`src/rtl/core/ufsm_pkg.sv`:
```
// ============================================================================
// UDP feed sequence monitor package
// Shared types, word layouts and protocol constants.
// ============================================================================
package ufsm_pkg;

    localparam int InDataW  = 72;
    localparam int OutDataW = 304;

    localparam logic [15:0] TypeIpv4  = 16'h0800;
    localparam logic [15:0] TypeDot1q = 16'h8100;
    localparam logic [7:0]  ProtoUdp  = 8'd17;

    // Byte positions within the frame.
    localparam logic [5:0] PosMacFirst   = 6'd6;
    localparam logic [5:0] PosMacLast    = 6'd11;
    localparam logic [5:0] PosKindHigh   = 6'd12;
    localparam logic [5:0] PosKindLow    = 6'd13;
    localparam logic [5:0] PosTagHigh    = 6'd14;
    localparam logic [5:0] PosTagLow     = 6'd15;
    localparam logic [5:0] PosMinLast    = 6'd13;
    localparam logic [5:0] PosMax        = 6'd63;
    localparam logic [5:0] IpAtUntagged  = 6'd14;
    localparam logic [5:0] IpAtTagged    = 6'd18;

    // Byte positions relative to the start of the IPv4 header.
    localparam logic [5:0] RelProto      = 6'd9;
    localparam logic [5:0] RelAddrFirst  = 6'd12;
    localparam logic [5:0] RelAddrLast   = 6'd19;
    localparam logic [5:0] RelPortFirst  = 6'd20;
    localparam logic [5:0] RelPortLast   = 6'd23;
    localparam logic [5:0] RelIdHigh     = 6'd32;
    localparam logic [5:0] RelIdLow      = 6'd33;

    localparam logic [31:0] NanosPerSecond = 32'd1000000000;

    localparam int QueueDepth = 2;
    localparam int QueuePtrW  = $clog2(QueueDepth);

    // Input word, last field in the lowest bits.
    typedef struct packed {
        logic [1:0]  pad;
        logic [29:0] stamp_nanos;
        logic [31:0] stamp_seconds;
        logic [7:0]  frame_byte;
    } ufsm_in_t;

    // Result word, last field in the lowest bits.
    typedef struct packed {
        logic        pad;
        logic        sequence_gap;
        logic [15:0] feed_id;
        logic [47:0] source_mac;
        logic [15:0] dest_port;
        logic [15:0] source_port;
        logic [31:0] dest_address;
        logic [31:0] source_address;
        logic [15:0] vlan_tag;
        logic [29:0] gap_nanos;
        logic [31:0] gap_seconds;
        logic [31:0] ip_count;
        logic [31:0] matched_count;
    } ufsm_result_t;

    // One finished IPv4 frame handed from the parser to the match stage.
    typedef struct packed {
        logic        udp;
        logic [61:0] stamp;
        logic [15:0] tag;
        logic [47:0] mac;
        logic [63:0] addrs;
        logic [31:0] ports;
        logic [15:0] id;
    } ufsm_rec_t;

    typedef enum logic {
        BK_IDLE,
        BK_CALC
    } ufsm_back_state_t;

    // IPv4 header offset for an Ethernet type word, zero if not handled.
    function automatic logic [5:0] ip_start(input logic [15:0] kind);
        logic [5:0] e;
        e = 6'd0;
        if (kind == TypeIpv4) begin
            e = IpAtUntagged;
        end else if (kind == TypeDot1q) begin
            e = IpAtTagged;
        end
        return e;
    endfunction

endpackage

```
`src/rtl/core/udp_feed_sequence_monitor_unit.sv`:
```
// ============================================================================
// UDP feed sequence monitor
// Parses Ethernet/IPv4/UDP frames byte by byte and reports matching feed frames.
// ============================================================================
// Throughput: one frame byte per clock; input stalls only when the frame queue fills.
// Result path: a finished frame passes the queue entry, the work register, then the result register.
// The match stage handles each finished IPv4 frame as a difference, then an update.
// Reset: synchronous, active low; clears counters, filter, match history and queue.
// ============================================================================
module udp_feed_sequence_monitor_unit
    import ufsm_pkg::*;
(
    input  logic                aclk,
    input  logic                aresetn,
    // Filter register: feed id to pass, zero passes every id.
    input  logic                cfg_wr_en,
    input  logic [15:0]         cfg_wr_data,
    // Frame bytes.
    input  logic                s_tvalid,
    output logic                s_tready,
    input  logic [InDataW-1:0]  s_tdata,  // frame_byte[7:0], stamp_seconds[39:8],
                                          // stamp_nanos[69:40], zero[71:70]
    input  logic                s_tuser,  // frame_first
    input  logic                s_tlast,  // frame_last
    // Result words.
    output logic                m_tvalid,
    input  logic                m_tready,
    output logic [OutDataW-1:0] m_tdata   // matched_count[31:0], ip_count[63:32],
                                          // gap_seconds[95:64], gap_nanos[125:96],
                                          // vlan_tag[141:126], source_address[173:142],
                                          // dest_address[205:174], source_port[221:206],
                                          // dest_port[237:222], source_mac[285:238],
                                          // feed_id[301:286], sequence_gap[302],
                                          // zero[303]
);

    // The front parses each byte as it arrives and, on the last byte of a
    // frame that reached the IPv4 protocol byte, hands one record to the queue.
    // Frames of other types or too short never leave the front.
    logic      rec_valid;
    ufsm_rec_t rec;
    logic      q_full;

    // The back pops one record at a time, works out the time since the last
    // matching frame, applies the id filter, updates the counters and loads
    // the result register. The result register frees the back from the sink.
    ufsm_rec_t q_rec;
    logic      q_valid;
    logic      q_pop;

    ufsm_front u_front (
        .aclk      (aclk),
        .aresetn   (aresetn),
        .s_tvalid  (s_tvalid),
        .s_tready  (s_tready),
        .s_tdata   (s_tdata),
        .s_tuser   (s_tuser),
        .s_tlast   (s_tlast),
        .q_full    (q_full),
        .rec_valid (rec_valid),
        .rec       (rec)
    );

    ufsm_queue u_queue (
        .aclk      (aclk),
        .aresetn   (aresetn),
        .wr_en     (rec_valid),
        .wr_data   (rec),
        .rd_en     (q_pop),
        .rd_data   (q_rec),
        .not_empty (q_valid),
        .full      (q_full)
    );

    ufsm_back u_back (
        .aclk        (aclk),
        .aresetn     (aresetn),
        .cfg_wr_en   (cfg_wr_en),
        .cfg_wr_data (cfg_wr_data),
        .q_valid     (q_valid),
        .q_rec       (q_rec),
        .q_pop       (q_pop),
        .m_tvalid    (m_tvalid),
        .m_tready    (m_tready),
        .m_tdata     (m_tdata)
    );

endmodule

```
`src/rtl/core/ufsm_front.sv`:
```
// ============================================================================
// UDP feed sequence monitor parser front
// Takes frame bytes, captures header fields and classifies finished frames.
// ============================================================================
module ufsm_front
    import ufsm_pkg::*;
(
    input  logic            aclk,
    input  logic            aresetn,
    input  logic            s_tvalid,
    output logic            s_tready,
    input  logic [InDataW-1:0] s_tdata,
    input  logic            s_tuser,
    input  logic            s_tlast,
    input  logic            q_full,
    output logic            rec_valid,
    output ufsm_rec_t       rec
);

    ufsm_in_t    in_word;
    logic        accept;
    logic        active;
    logic [5:0]  pos;

    logic        open_reg,   open_next;
    logic [5:0]  offset_reg, offset_next;
    logic [15:0] kind_reg,   kind_next,   kind_cur;
    logic [15:0] tag_reg,    tag_next,    tag_cur;
    logic [7:0]  proto_reg,  proto_next,  proto_cur;
    logic [47:0] mac_reg,    mac_next,    mac_cur;
    logic [63:0] addr_reg,   addr_next,   addr_cur;
    logic [31:0] port_reg,   port_next,   port_cur;
    logic [15:0] id_reg,     id_next,     id_cur;
    logic [61:0] stamp_reg,  stamp_next;

    logic [5:0]  ip_at;
    logic [5:0]  rel;
    logic        in_ip;
    logic [5:0]  ip_end;
    logic        count_ip;
    logic        udp_ok;

    assign in_word  = ufsm_in_t'(s_tdata);
    assign s_tready = !q_full;
    assign accept   = s_tvalid && s_tready;
    assign active   = s_tuser || open_reg;
    assign pos      = s_tuser ? 6'd0 : offset_reg;

    // A first byte starts from cleared captures.
    always_comb begin
        kind_cur   = s_tuser ? 16'd0 : kind_reg;
        tag_cur    = s_tuser ? 16'd0 : tag_reg;
        proto_cur  = s_tuser ? 8'd0  : proto_reg;
        mac_cur    = s_tuser ? 48'd0 : mac_reg;
        addr_cur   = s_tuser ? 64'd0 : addr_reg;
        port_cur   = s_tuser ? 32'd0 : port_reg;
        id_cur     = s_tuser ? 16'd0 : id_reg;
        stamp_next = s_tuser ? {in_word.stamp_seconds, in_word.stamp_nanos} : stamp_reg;
    end

    assign ip_at = ip_start(kind_cur);
    assign in_ip = (ip_at != 6'd0) && (pos >= ip_at);
    assign rel   = pos - ip_at;

    always_comb begin
        kind_next  = kind_cur;
        tag_next   = tag_cur;
        proto_next = proto_cur;
        mac_next   = mac_cur;
        addr_next  = addr_cur;
        port_next  = port_cur;
        id_next    = id_cur;
        if (pos >= PosMacFirst && pos <= PosMacLast) begin
            mac_next = {mac_cur[39:0], in_word.frame_byte};
        end
        if (pos == PosKindHigh || pos == PosKindLow) begin
            kind_next = {kind_cur[7:0], in_word.frame_byte};
        end
        if ((pos == PosTagHigh || pos == PosTagLow) && kind_cur == TypeDot1q) begin
            tag_next = {tag_cur[7:0], in_word.frame_byte};
        end
        if (in_ip) begin
            if (rel == RelProto) begin
                proto_next = in_word.frame_byte;
            end
            if (rel >= RelAddrFirst && rel <= RelAddrLast) begin
                addr_next = {addr_cur[55:0], in_word.frame_byte};
            end
            if (rel >= RelPortFirst && rel <= RelPortLast) begin
                port_next = {port_cur[23:0], in_word.frame_byte};
            end
            if (rel == RelIdHigh || rel == RelIdLow) begin
                id_next = {id_cur[7:0], in_word.frame_byte};
            end
        end
    end

    // Classification of a frame that ends on this byte.
    assign ip_end   = ip_start(kind_next);
    assign count_ip = (pos >= PosMinLast) && (ip_end != 6'd0) && (pos >= ip_end + RelProto);
    assign udp_ok   = count_ip && (proto_next == ProtoUdp) && (pos >= ip_end + RelIdLow);

    assign rec_valid = accept && active && s_tlast && count_ip;
    assign rec.udp   = udp_ok;
    assign rec.stamp = stamp_next;
    assign rec.tag   = tag_next;
    assign rec.mac   = mac_next;
    assign rec.addrs = addr_next;
    assign rec.ports = port_next;
    assign rec.id    = id_next;

    assign open_next   = !s_tlast;
    assign offset_next = (pos < PosMax) ? pos + 6'd1 : PosMax;

    always_ff @(posedge aclk) begin
        if (!aresetn) begin
            open_reg   <= 1'b0;
            offset_reg <= 6'd0;
        end else if (accept && active) begin
            open_reg   <= open_next;
            offset_reg <= offset_next;
        end
    end

    always_ff @(posedge aclk) begin
        if (accept && active) begin
            kind_reg  <= kind_next;
            tag_reg   <= tag_next;
            proto_reg <= proto_next;
            mac_reg   <= mac_next;
            addr_reg  <= addr_next;
            port_reg  <= port_next;
            id_reg    <= id_next;
            stamp_reg <= stamp_next;
        end
    end

endmodule

```
`src/rtl/core/ufsm_queue.sv`:
```
// ============================================================================
// UDP feed sequence monitor frame queue
// Short register queue of finished frames between parser and match stage.
// ============================================================================
module ufsm_queue
    import ufsm_pkg::*;
(
    input  logic      aclk,
    input  logic      aresetn,
    input  logic      wr_en,
    input  ufsm_rec_t wr_data,
    input  logic      rd_en,
    output ufsm_rec_t rd_data,
    output logic      not_empty,
    output logic      full
);

    ufsm_rec_t            entry_reg [QueueDepth];
    logic [QueuePtrW-1:0] wr_ptr_reg, wr_ptr_next;
    logic [QueuePtrW-1:0] rd_ptr_reg, rd_ptr_next;
    logic [QueuePtrW:0]   count_reg,  count_next;
    logic                 do_wr;
    logic                 do_rd;

    assign not_empty = (count_reg != '0);
    assign full      = (count_reg == (QueuePtrW+1)'(QueueDepth));
    assign do_wr     = wr_en && !full;
    assign do_rd     = rd_en && not_empty;
    assign rd_data   = entry_reg[rd_ptr_reg];

    // Pointers wrap at the depth, which need not be a power of two.
    always_comb begin
        wr_ptr_next = wr_ptr_reg;
        rd_ptr_next = rd_ptr_reg;
        count_next  = count_reg;
        if (do_wr) begin
            wr_ptr_next = (wr_ptr_reg == (QueuePtrW)'(QueueDepth - 1)) ? '0 : wr_ptr_reg + 1'b1;
        end
        if (do_rd) begin
            rd_ptr_next = (rd_ptr_reg == (QueuePtrW)'(QueueDepth - 1)) ? '0 : rd_ptr_reg + 1'b1;
        end
        if (do_wr && !do_rd) begin
            count_next = count_reg + 1'b1;
        end else if (do_rd && !do_wr) begin
            count_next = count_reg - 1'b1;
        end
    end

    always_ff @(posedge aclk) begin
        if (!aresetn) begin
            wr_ptr_reg <= '0;
            rd_ptr_reg <= '0;
            count_reg  <= '0;
        end else begin
            wr_ptr_reg <= wr_ptr_next;
            rd_ptr_reg <= rd_ptr_next;
            count_reg  <= count_next;
        end
    end

    always_ff @(posedge aclk) begin
        if (do_wr) begin
            entry_reg[wr_ptr_reg] <= wr_data;
        end
    end

endmodule

```
`src/rtl/core/ufsm_back.sv`:
```
// ============================================================================
// UDP feed sequence monitor match stage
// Time difference, id filter, counters, sequence check and result register.
// ============================================================================
module ufsm_back
    import ufsm_pkg::*;
(
    input  logic                aclk,
    input  logic                aresetn,
    input  logic                cfg_wr_en,
    input  logic [15:0]         cfg_wr_data,
    input  logic                q_valid,
    input  ufsm_rec_t           q_rec,
    output logic                q_pop,
    output logic                m_tvalid,
    input  logic                m_tready,
    output logic [OutDataW-1:0] m_tdata
);

    ufsm_back_state_t state_reg, state_next;

    ufsm_rec_t          work_reg;
    logic [31:0]        sec_diff_reg;
    logic signed [30:0] ns_diff_reg;
    logic               upd_reg;

    logic [15:0]  filter_reg;
    logic [61:0]  last_stamp_reg;
    logic [61:0]  held_reg, held_next;
    logic [15:0]  prev_id_reg;
    logic [31:0]  match_cnt_reg, match_cnt_next;
    logic [31:0]  ip_cnt_reg,    ip_cnt_next;
    logic         m_valid_reg;
    ufsm_result_t m_data_reg,    m_data_next;

    logic               emit;
    logic               out_free;
    logic               done;
    logic signed [32:0] nd;
    logic signed [32:0] nd_plus1;
    logic signed [32:0] nd_plus2;
    logic signed [32:0] nd_minus1;
    logic signed [32:0] nd_norm;
    logic [31:0]        sec_adj;
    logic               gap;

    // Next state.
    always_comb begin
        state_next = state_reg;
        unique case (state_reg)
            BK_IDLE: begin
                if (q_valid) begin
                    state_next = BK_CALC;
                end
            end
            BK_CALC: begin
                if (done) begin
                    state_next = BK_IDLE;
                end
            end
            default: state_next = BK_IDLE;
        endcase
    end

    // State outputs. A frame is popped only when the previous one has fully
    // updated the match stamp it is compared against.
    always_comb begin
        q_pop = 1'b0;
        done  = 1'b0;
        unique case (state_reg)
            BK_IDLE: q_pop = q_valid;
            BK_CALC: done  = !emit || out_free;
            default: begin
                q_pop = 1'b0;
                done  = 1'b0;
            end
        endcase
    end

    assign emit     = work_reg.udp && (filter_reg == 16'd0 || work_reg.id == filter_reg);
    assign out_free = !m_valid_reg || m_tready;

    // Bring the nanosecond difference into one second, borrowing from or
    // carrying into the seconds.
    assign nd        = 33'(ns_diff_reg);
    assign nd_plus1  = nd + $signed({1'b0, NanosPerSecond});
    assign nd_plus2  = nd + $signed({NanosPerSecond, 1'b0});
    assign nd_minus1 = nd - $signed({1'b0, NanosPerSecond});

    always_comb begin
        if (nd[32]) begin
            if (nd_plus1[32]) begin
                nd_norm = nd_plus2;
                sec_adj = sec_diff_reg - 32'd2;
            end else begin
                nd_norm = nd_plus1;
                sec_adj = sec_diff_reg - 32'd1;
            end
        end else if (!nd_minus1[32]) begin
            nd_norm = nd_minus1;
            sec_adj = sec_diff_reg + 32'd1;
        end else begin
            nd_norm = nd;
            sec_adj = sec_diff_reg;
        end
    end

    assign held_next      = upd_reg ? {sec_adj, nd_norm[29:0]} : held_reg;
    assign ip_cnt_next    = ip_cnt_reg + 32'd1;
    assign match_cnt_next = match_cnt_reg + 32'd1;
    assign gap = (prev_id_reg != 16'd0) &&
                 ({1'b0, work_reg.id} != ({1'b0, prev_id_reg} + 17'd1));

    always_comb begin
        m_data_next                = '0;
        m_data_next.matched_count  = match_cnt_next;
        m_data_next.ip_count       = ip_cnt_next;
        m_data_next.gap_seconds    = held_next[61:30];
        m_data_next.gap_nanos      = held_next[29:0];
        m_data_next.vlan_tag       = work_reg.tag;
        m_data_next.source_address = work_reg.addrs[63:32];
        m_data_next.dest_address   = work_reg.addrs[31:0];
        m_data_next.source_port    = work_reg.ports[31:16];
        m_data_next.dest_port      = work_reg.ports[15:0];
        m_data_next.source_mac     = work_reg.mac;
        m_data_next.feed_id        = work_reg.id;
        m_data_next.sequence_gap   = gap;
    end

    always_ff @(posedge aclk) begin
        if (!aresetn) begin
            state_reg      <= BK_IDLE;
            filter_reg     <= 16'd0;
            last_stamp_reg <= 62'd0;
            held_reg       <= 62'd0;
            prev_id_reg    <= 16'd0;
            match_cnt_reg  <= 32'd0;
            ip_cnt_reg     <= 32'd0;
            m_valid_reg    <= 1'b0;
        end else begin
            state_reg <= state_next;
            if (cfg_wr_en) begin
                filter_reg <= cfg_wr_data;
            end
            if (done) begin
                ip_cnt_reg <= ip_cnt_next;
                held_reg   <= held_next;
            end
            if (done && emit) begin
                match_cnt_reg  <= match_cnt_next;
                last_stamp_reg <= work_reg.stamp;
                prev_id_reg    <= work_reg.id;
                m_valid_reg    <= 1'b1;
            end else if (m_tready) begin
                m_valid_reg <= 1'b0;
            end
        end
    end

    // Raw differences are taken when the frame is popped.
    always_ff @(posedge aclk) begin
        if (q_pop) begin
            work_reg     <= q_rec;
            sec_diff_reg <= q_rec.stamp[61:30] - last_stamp_reg[61:30];
            ns_diff_reg  <= $signed({1'b0, q_rec.stamp[29:0]})
                          - $signed({1'b0, last_stamp_reg[29:0]});
            upd_reg      <= q_rec.udp && (last_stamp_reg != 62'd0);
        end
        if (done && emit) begin
            m_data_reg <= m_data_next;
        end
    end

    assign m_tvalid = m_valid_reg;
    assign m_tdata  = OutDataW'(m_data_reg);

endmodule

```
`config.mk`:
```
export PLATFORM = sky130hd
export DESIGN_NAME = udp_feed_sequence_monitor_unit
export DESIGN_NICKNAME = d
export VERILOG_FILES = /design/src/rtl/core/ufsm_pkg.sv /design/src/rtl/core/udp_feed_sequence_monitor_unit.sv /design/src/rtl/core/ufsm_front.sv /design/src/rtl/core/ufsm_queue.sv /design/src/rtl/core/ufsm_back.sv
export SDC_FILE = /design/constraint.sdc
export NUM_CORES = 2
export LEC_CHECK = 0
export ABC_CLOCK_PERIOD_IN_PS = 46600
export BUFFER_PORTS_ARGS = -buffer_cell sky130_fd_sc_hd__buf_2
export CORE_ASPECT_RATIO = 0.5
export CORE_UTILIZATION = 60
export CTS_CLUSTER_DIAMETER = 60
export DETAILED_ROUTE_END_ITERATION = 8
export PLACE_DENSITY = 0.79
export SETUP_SLACK_MARGIN = 0.02
export SYNTH_ARGS = -nofsm -noshare
export SYNTH_HDL_FRONTEND = slang
export SYNTH_SLANG_ARGS = --single-unit
```
`constraint.sdc`:
```
create_clock -name aclk -period 46.6 [get_ports aclk]
set_clock_uncertainty 0.2 [all_clocks]
set_input_delay 4.66 -clock aclk [delete_from_list [all_inputs] [get_ports aclk]]
set_output_delay 4.66 -clock aclk [all_outputs]
set_load 0.02 [all_outputs]
```
==> Word level (Yosys, flattened, before mapping) <==
Memories as Yosys holds them, arrays and structs flattened. A register that Yosys moved wholly into a read port is not among the register bits.
Index checks and enable logic that the tools add are counted.
{ "op_classes": {"magnitude_cmp": 11, "n_reduce_logical": 42, "n_addsub": 19, "bitwise": 1, "n_mux": 47, "n_eq_ne": 15} }
{ "ops": {"columns": ["operator", "n"], "rows": [
  ["2-to-1 mux 32 bit", 6],
  ["2-to-1 mux 64 bit", 3],
  ["2-to-1 mux 62 bit", 2],
  ["2-to-1 mux 16 bit", 7],
  ["adder 32 x 1 -> 32 bit (second input constant)", 3],
  ["2-to-1 mux 48 bit", 2],
  ["2-to-1 mux 30 bit", 3],
  ["nonzero test 62 bit", 1],
  ["adder 31 x 31 -> 32 bit (second input constant)", 1],
  ["== test 16 x 12 -> 1 bit (second input constant)", 2],
  ["== test 16 bit (second input constant)", 2],
  ["subtractor 31 x 31 -> 32 bit (second input constant)", 1],
  ["subtractor 32 x 1 -> 32 bit (second input constant)", 1],
  ["subtractor 32 x 2 -> 32 bit (second input constant)", 1],
  ["subtractor 32 bit", 1],
  ["subtractor 30 x 30 -> 31 bit", 1],
  ["adder 30 x 29 -> 30 bit (second input constant)", 1],
  ["== test 6 x 4 -> 1 bit (second input constant)", 5],
  ["2-to-1 mux 6 bit", 4],
  ["2-to-1 mux 8 bit", 3],
  ["logical AND 1 bit", 21],
  [">= comparator 6 bit", 3],
  ["adder 16 x 1 -> 17 bit (second input constant)", 1],
  ["!= test 16 x 17 -> 1 bit", 1],
  ["28 further kinds", 59]
]} }
{ "totals": {"n_memories": 1, "ramBits": 478, "inputBits": 95, "regBits": 1101} }
{ "memory_table": {"columns": ["name", "depth", "word_bits", "read_ports", "rd_clocked_by_memory_dff", "write_ports", "line_no", "source"], "rows": [
  ["u_queue.entry_reg", 2, 239, 1, 1, 1, "ufsm_queue.sv:18", "ufsm_rec_t entry_reg [QueueDepth];"]
]} }

==> Logic depth before layout (Yosys ltp) <==
{ "depth": {"ltp_word": 16, "depth_mapped": 21, "depth_no_buf": 19} }

==> Modules after synthesis <==
A second synthesis with hierarchy kept.
{ "unflattened": {"hier_cells": 4517, "hier_area_um2": 66028.3} }
{ "by_module_without_submodules": {"columns": ["module", "area_each_um2", "instances", "cells_each"], "rows": [
  ["ufsm_back", 34601.9, 1, 2671],
  ["ufsm_queue", 18368.9, 1, 769],
  ["ufsm_front", 13057.5, 1, 1077]
]} }

==> Worst setup path before layout <==
Ideal clock, no wire load.
{ "synth_timing": {"path_kind": "in2reg", "start": "in s_tuser", "end": "mem u_queue.entry_reg[0][0] (netlist name) (enable)", "n_path_buf": 2, "stages": 17, "required_time_ns": 45.556, "slack_ns": 28.031, "setup_time_ns": 0.844, "arrival_time_ns": 17.526, "cell_sequence": "clkbuf_1 > nand2b_1 > ha_1 > o311a_1 > clkbuf_1 > nor2_1 > a31oi_1 > o21bai_1 > o21ai_0 > ha_1 > a21o_1 > a21oi_1 > o21bai_1 > a21oi_1 > o22ai_1 > or3b_2 > nor2_1"} }
{ "synth_via": {"elab_chain_len": 14, "word_cells_on_any_way": 23, "cone_classes": "add/sub: 1; order compare: 2; eq/ne: 4; mux: 7; reduce/logical: 9"} }
{ "synth_rtl": {"columns": ["element", "line_no", "source"], "rows": [
  ["from (decl)", "udp_feed_sequence_monitor_unit.sv:23", "input logic s_tuser,"],
  ["2-to-1 mux 6 bit", "ufsm_front.sv:47", "assign pos = s_tuser ? 6'd0 : offset_reg;"],
  ["== test 6 x 4 -> 1 bit", "ufsm_front.sv:76", "if (pos == PosKindHigh || pos == PosKindLow) begin"],
  ["logical OR 1 bit", "ufsm_front.sv:76", null],
  ["2-to-1 mux 16 bit", "ufsm_front.sv:76", null],
  ["== test 16 bit", "ufsm_pkg.sv:87", "end else if (kind == TypeDot1q) begin"],
  ["2-to-1 mux 5 bit", "ufsm_pkg.sv:87", null],
  ["2-to-1 mux 6 bit", "ufsm_pkg.sv:85", "if (kind == TypeIpv4) begin"],
  ["adder 6 x 4 -> 6 bit or nonzero test 6 bit (tied branches)", "ufsm_front.sv:100", "assign count_ip = (pos >= PosMinLast) && (ip_end != 6'd0) && (pos >= ip_end + RelProto);"],
  [">= comparator 6 bit or logical AND 1 bit (tied branches)", "ufsm_front.sv:100", null],
  ["logical AND 1 bit", "ufsm_front.sv:100", null],
  ["logical AND 1 bit (*)", "ufsm_front.sv:103", "assign rec_valid = accept && active && s_tlast && count_ip;"],
  ["logical AND 1 bit (*)", "ufsm_queue.sv:27", "assign do_wr = wr_en && !full;"],
  ["2-to-1 mux 1 bit (*)", "ufsm_queue.sv:62", "if (do_wr) begin"],
  ["2-to-1 mux 1 bit (implied by the code) (*)", "ufsm_queue.sv:63", "entry_reg[wr_ptr_reg] <= wr_data;"],
  ["to (decl)", "ufsm_queue.sv:18", null]
]} }
Mark *: on every way between the ends. The rest lies on a longest branch, timed or not.

==> Worst setup path after layout <==
{ "layout_timing": {"start": "in s_tuser", "end": "mem u_queue.entry_reg[0][26] (netlist name) (enable)"} }
Same word-level chain as after synthesis.

==> run_results.csv <==
group,metric,value,unit
sta,setup_viol,0,
logic_synthesis,synthMuxAreaShare,0.0660,
layout,mostFrequentLayoutCell,"edfxtp_1",
route,via_per_inst,5.93,
worst_setup_path,cpMostUsedCell,"buf_4",
sta,hold_viol_final,0,
layout,register_area,45100,sq um
worst_setup_path,critPathKind,"input port to flip-flop",
global_route,grt_pass1_vias,38311,
sta,timing.final.crit_share,0.237,
logic_synthesis,yosysSeqAreaShare,0.692,
worst_setup_path,critPathLaunchType,"input port",
floorplan,fp.dieH,235,um
layout,drive_gt1_frac,0.194,
logic_synthesis,netlist_instances,4796,
sta,relSlewSlack,0.161,
placed_design,hpwlAfterDp,86.4,mm
worst_setup_path,crit_chain,"buf_8 -> buf_4 -> nor2b_1 -> ha_1 -> o311a_1 -> nor2_1 -> a31oi_1 -> o21bai_1 -> o21ai_0 -> ha_1 -> a21o_1 -> a21oi_1 -> o21bai_1 -> a21oi_1 -> o22ai_1 -> or3b_2 -> nor2_4 -> buf_4 -> buf_4",
sta,rsz0062_at_grt,"false",
cts,clock_latency,0.75,ns
route,avgRoutedWirePerCell,21.2,um
logic_synthesis,syn_area,65100,sq um
worst_setup_path,arrival,11.22,ns
logic_synthesis,synth_compound_area_frac,0.0656,
global_route,grt_usage,0.253,
route,vias,39643,
logic_synthesis,synth-main-ff-cell,"edfxtp_1",
worst_setup_path,slowest_stage,"buf_4",
floorplan,die_x,468,um
layout,multi_input_area,18600,sq um
layout,nNetsFinal,5308,
logic_synthesis,yosys.area_share.simple,0.103,
logic_synthesis,postSynthAreaPerCell,13.6,sq um
worst_setup_path,cp_slowest_stage_delay,0.81,ns
min_path,hold_path.class,"flip-flop to flip-flop",
route,ant_nets,0,
layout,largest_reg_flops,478,
placed_design,port_buffers,397,
placed_design,gp_congestion,0.897,
floorplan,core.rowCount,85,
layout,area_delta_synth_final,12.0,%
logic_synthesis,synthAdderAreaFrac,0.0182,
route,dr.pass1.iters,6,
worst_setup_path,crit_fanout,91,
worst_setup_path,cp.required,46.77,ns
cts,postCtsHoldBufs,0,
logic_synthesis,synth_xor_area_frac,0.0318,
cts,cts_buffers,134,
logic_synthesis,synth_top_family_by_area,"simple AND/OR/NAND/NOR gates",
power,power.density,51.9,nW/um^2
layout,nFillCells,7320,
cts,post_cts_buffers,0,
floorplan,io_pins,401,
floorplan,start_util,0.605,
outcome,status,"complete, no violations",
logic_synthesis,synth.yosys.warnings,0,
cts,clock_path_buffers,3,
worst_setup_path,crit_path_end_kind,"flip-flop",
floorplan,fp.dieArea,110000,sq um
cts,cts_tree,"yes",
cts,clock-sinks,1580,
sta,fmax,90.5,MHz
route,routed_wl,142,mm
global_route,antenna_found_initial,23,
route,remaining_drc_errors,0,
cts,clkTransAtPathRegs,0.07,ns
power,leakage,25.0,nW
sta,setup_tns,0,ns
power,ir_drop,0.0000565,V
logic_synthesis,ys_types,85,
global_route,grt_first_pass_wirelength,217,mm
sta,slew_violations,0,
logic_synthesis,async_reset_ff_frac,0,
route,drtIter0Drc,3832,
logic_synthesis,syn_nets,4984,
global_route,overflow,0,
logic_synthesis,synth_edf_count,1346,
min_path,holdPathStages,0,
logic_synthesis,ys_seq_elements,1580,
cts,cts-htree-levels,4,
layout,final_cell_mix,"edfxtp_1, nand2_1, buf_2",
worst_setup_path,reg2reg_depth,16,
global_route,grt_max_degree,197,
floorplan,coreArea,108000,sq um
sta,worst_pin_slew,1.23,ns
cts,clockRootBuffer,"clkbuf_16",
sta,whs,0.212,ns
run,maxCapViolCount,0,
cts,cts_resized,0,
sta,min_period,11.05,ns
-- layer usage --
metal	track usage	share of wire	wire, um
met2	0.408	0.49	69500
met5	0	0.000064	9
met4	0.101	0.031	4320
met3	0.0357	0.054	7600
met1	0.349	0.43	60200
-- cells by family (layout without fill, tap and decap cells) --
| family | Yosys count | count (layout) |
|---|---|---|
| muxes | 389 | 389 |
| buffers and inverters | 382 | 819 |
| DFF | 1580 | 1580 |
| and+or+nand+nor | 1436 | 1436 |
| AOI/OAI and AO/OA | 680 | 680 |
| xor gates and xnor gates | 235 | 235 |
| adders and majority gates | 93 | 93 |
| other | 1 | 21 |
-- power breakdown --
group / switching, W / internal, W / total (W) / leakage (nW)
combinational: 0.000459 / 0.000252 / 0.000711 / 8.63
sequential: 0.000119 / 0.00182 / 0.00194 / 14.2
clock: 0.000515 / 0.000622 / 0.00114 / 2.17
-- synth_stat cells, types with 27 or more instances --
cell type	n	area [sq um]
nor4_1	48	300
nand4_1	54	338
and3_1	57	357
xor2_1	117	1020
mux2_2	325	3660
o21ai_0	109	546
a21oi_1	300	1500
nand3b_1	27	203
edfxtp_1	1346	40400
a21o_1	31	233
nor2_1	215	807
nand2_1	657	2470
or3_1	32	200
nor3_1	61	305
mux2i_1	64	641
clkbuf_1	221	830
inv_1	124	465
nand3_1	131	656
dfxtp_1	234	4680
xnor2_1	117	1020
nand2b_1	46	288
ha_1	90	1130
-- critical path: cells and delay by family --
kind / cells / cell delay (ns)
buffers and inverters: 4 / 2.55
AO/OA/AOI/OAI: 9 / 1.85
adder cells (fa/ha/maj): 2 / 0.64
AND/OR/NAND/NOR: 4 / 1.29
-- through the flow --
step                total power, W  std cells  cell area (sq um)  utilization  worst slack (ns)
CTS                        0.00380       6668              72900        0.677             35.57
detailed placement         0.00267       6419              68400        0.636             34.73
global placement           0.00264       6419              68400        0.636             34.78
finish                     0.00379       6688              73000        0.678             35.55
global route               0.00393       6687              73000        0.678             35.05
floorplan                  0.00250       4796              65100            -             28.03
-- final timing paths --
kind / from / slack [ns] / end
setup / recovery: s_tuser / 35.55 / u_queue.entry_reg[0][26]$_DFFE_PP_
hold / removal: u_back.m_data_next[161]$_DFFE_PP_ / 0.21 / u_back.m_tdata[161]$_DFFE_PP_
setup reg to reg: u_front.offset_reg[0]$_SDFFE_PN0P_ / 40.22 / u_queue.entry_reg[0][26]$_DFFE_PP_
hold reg to reg: u_back.m_data_next[161]$_DFFE_PP_ / 0.21 / u_back.m_tdata[161]$_DFFE_PP_
-- layout make-up --
class,instances,share of cell area
sequential,1580,0.618
multi-input combinational,2834,0.256
clock buffer,168,0.0495
timing repair buffer,443,0.0328
tap,1435,0.0246
clock inverter,81,0.0117
inverter,127,0.00681
antenna,20,0.000686
Note: power is estimated with default switching activity, not from simulation.
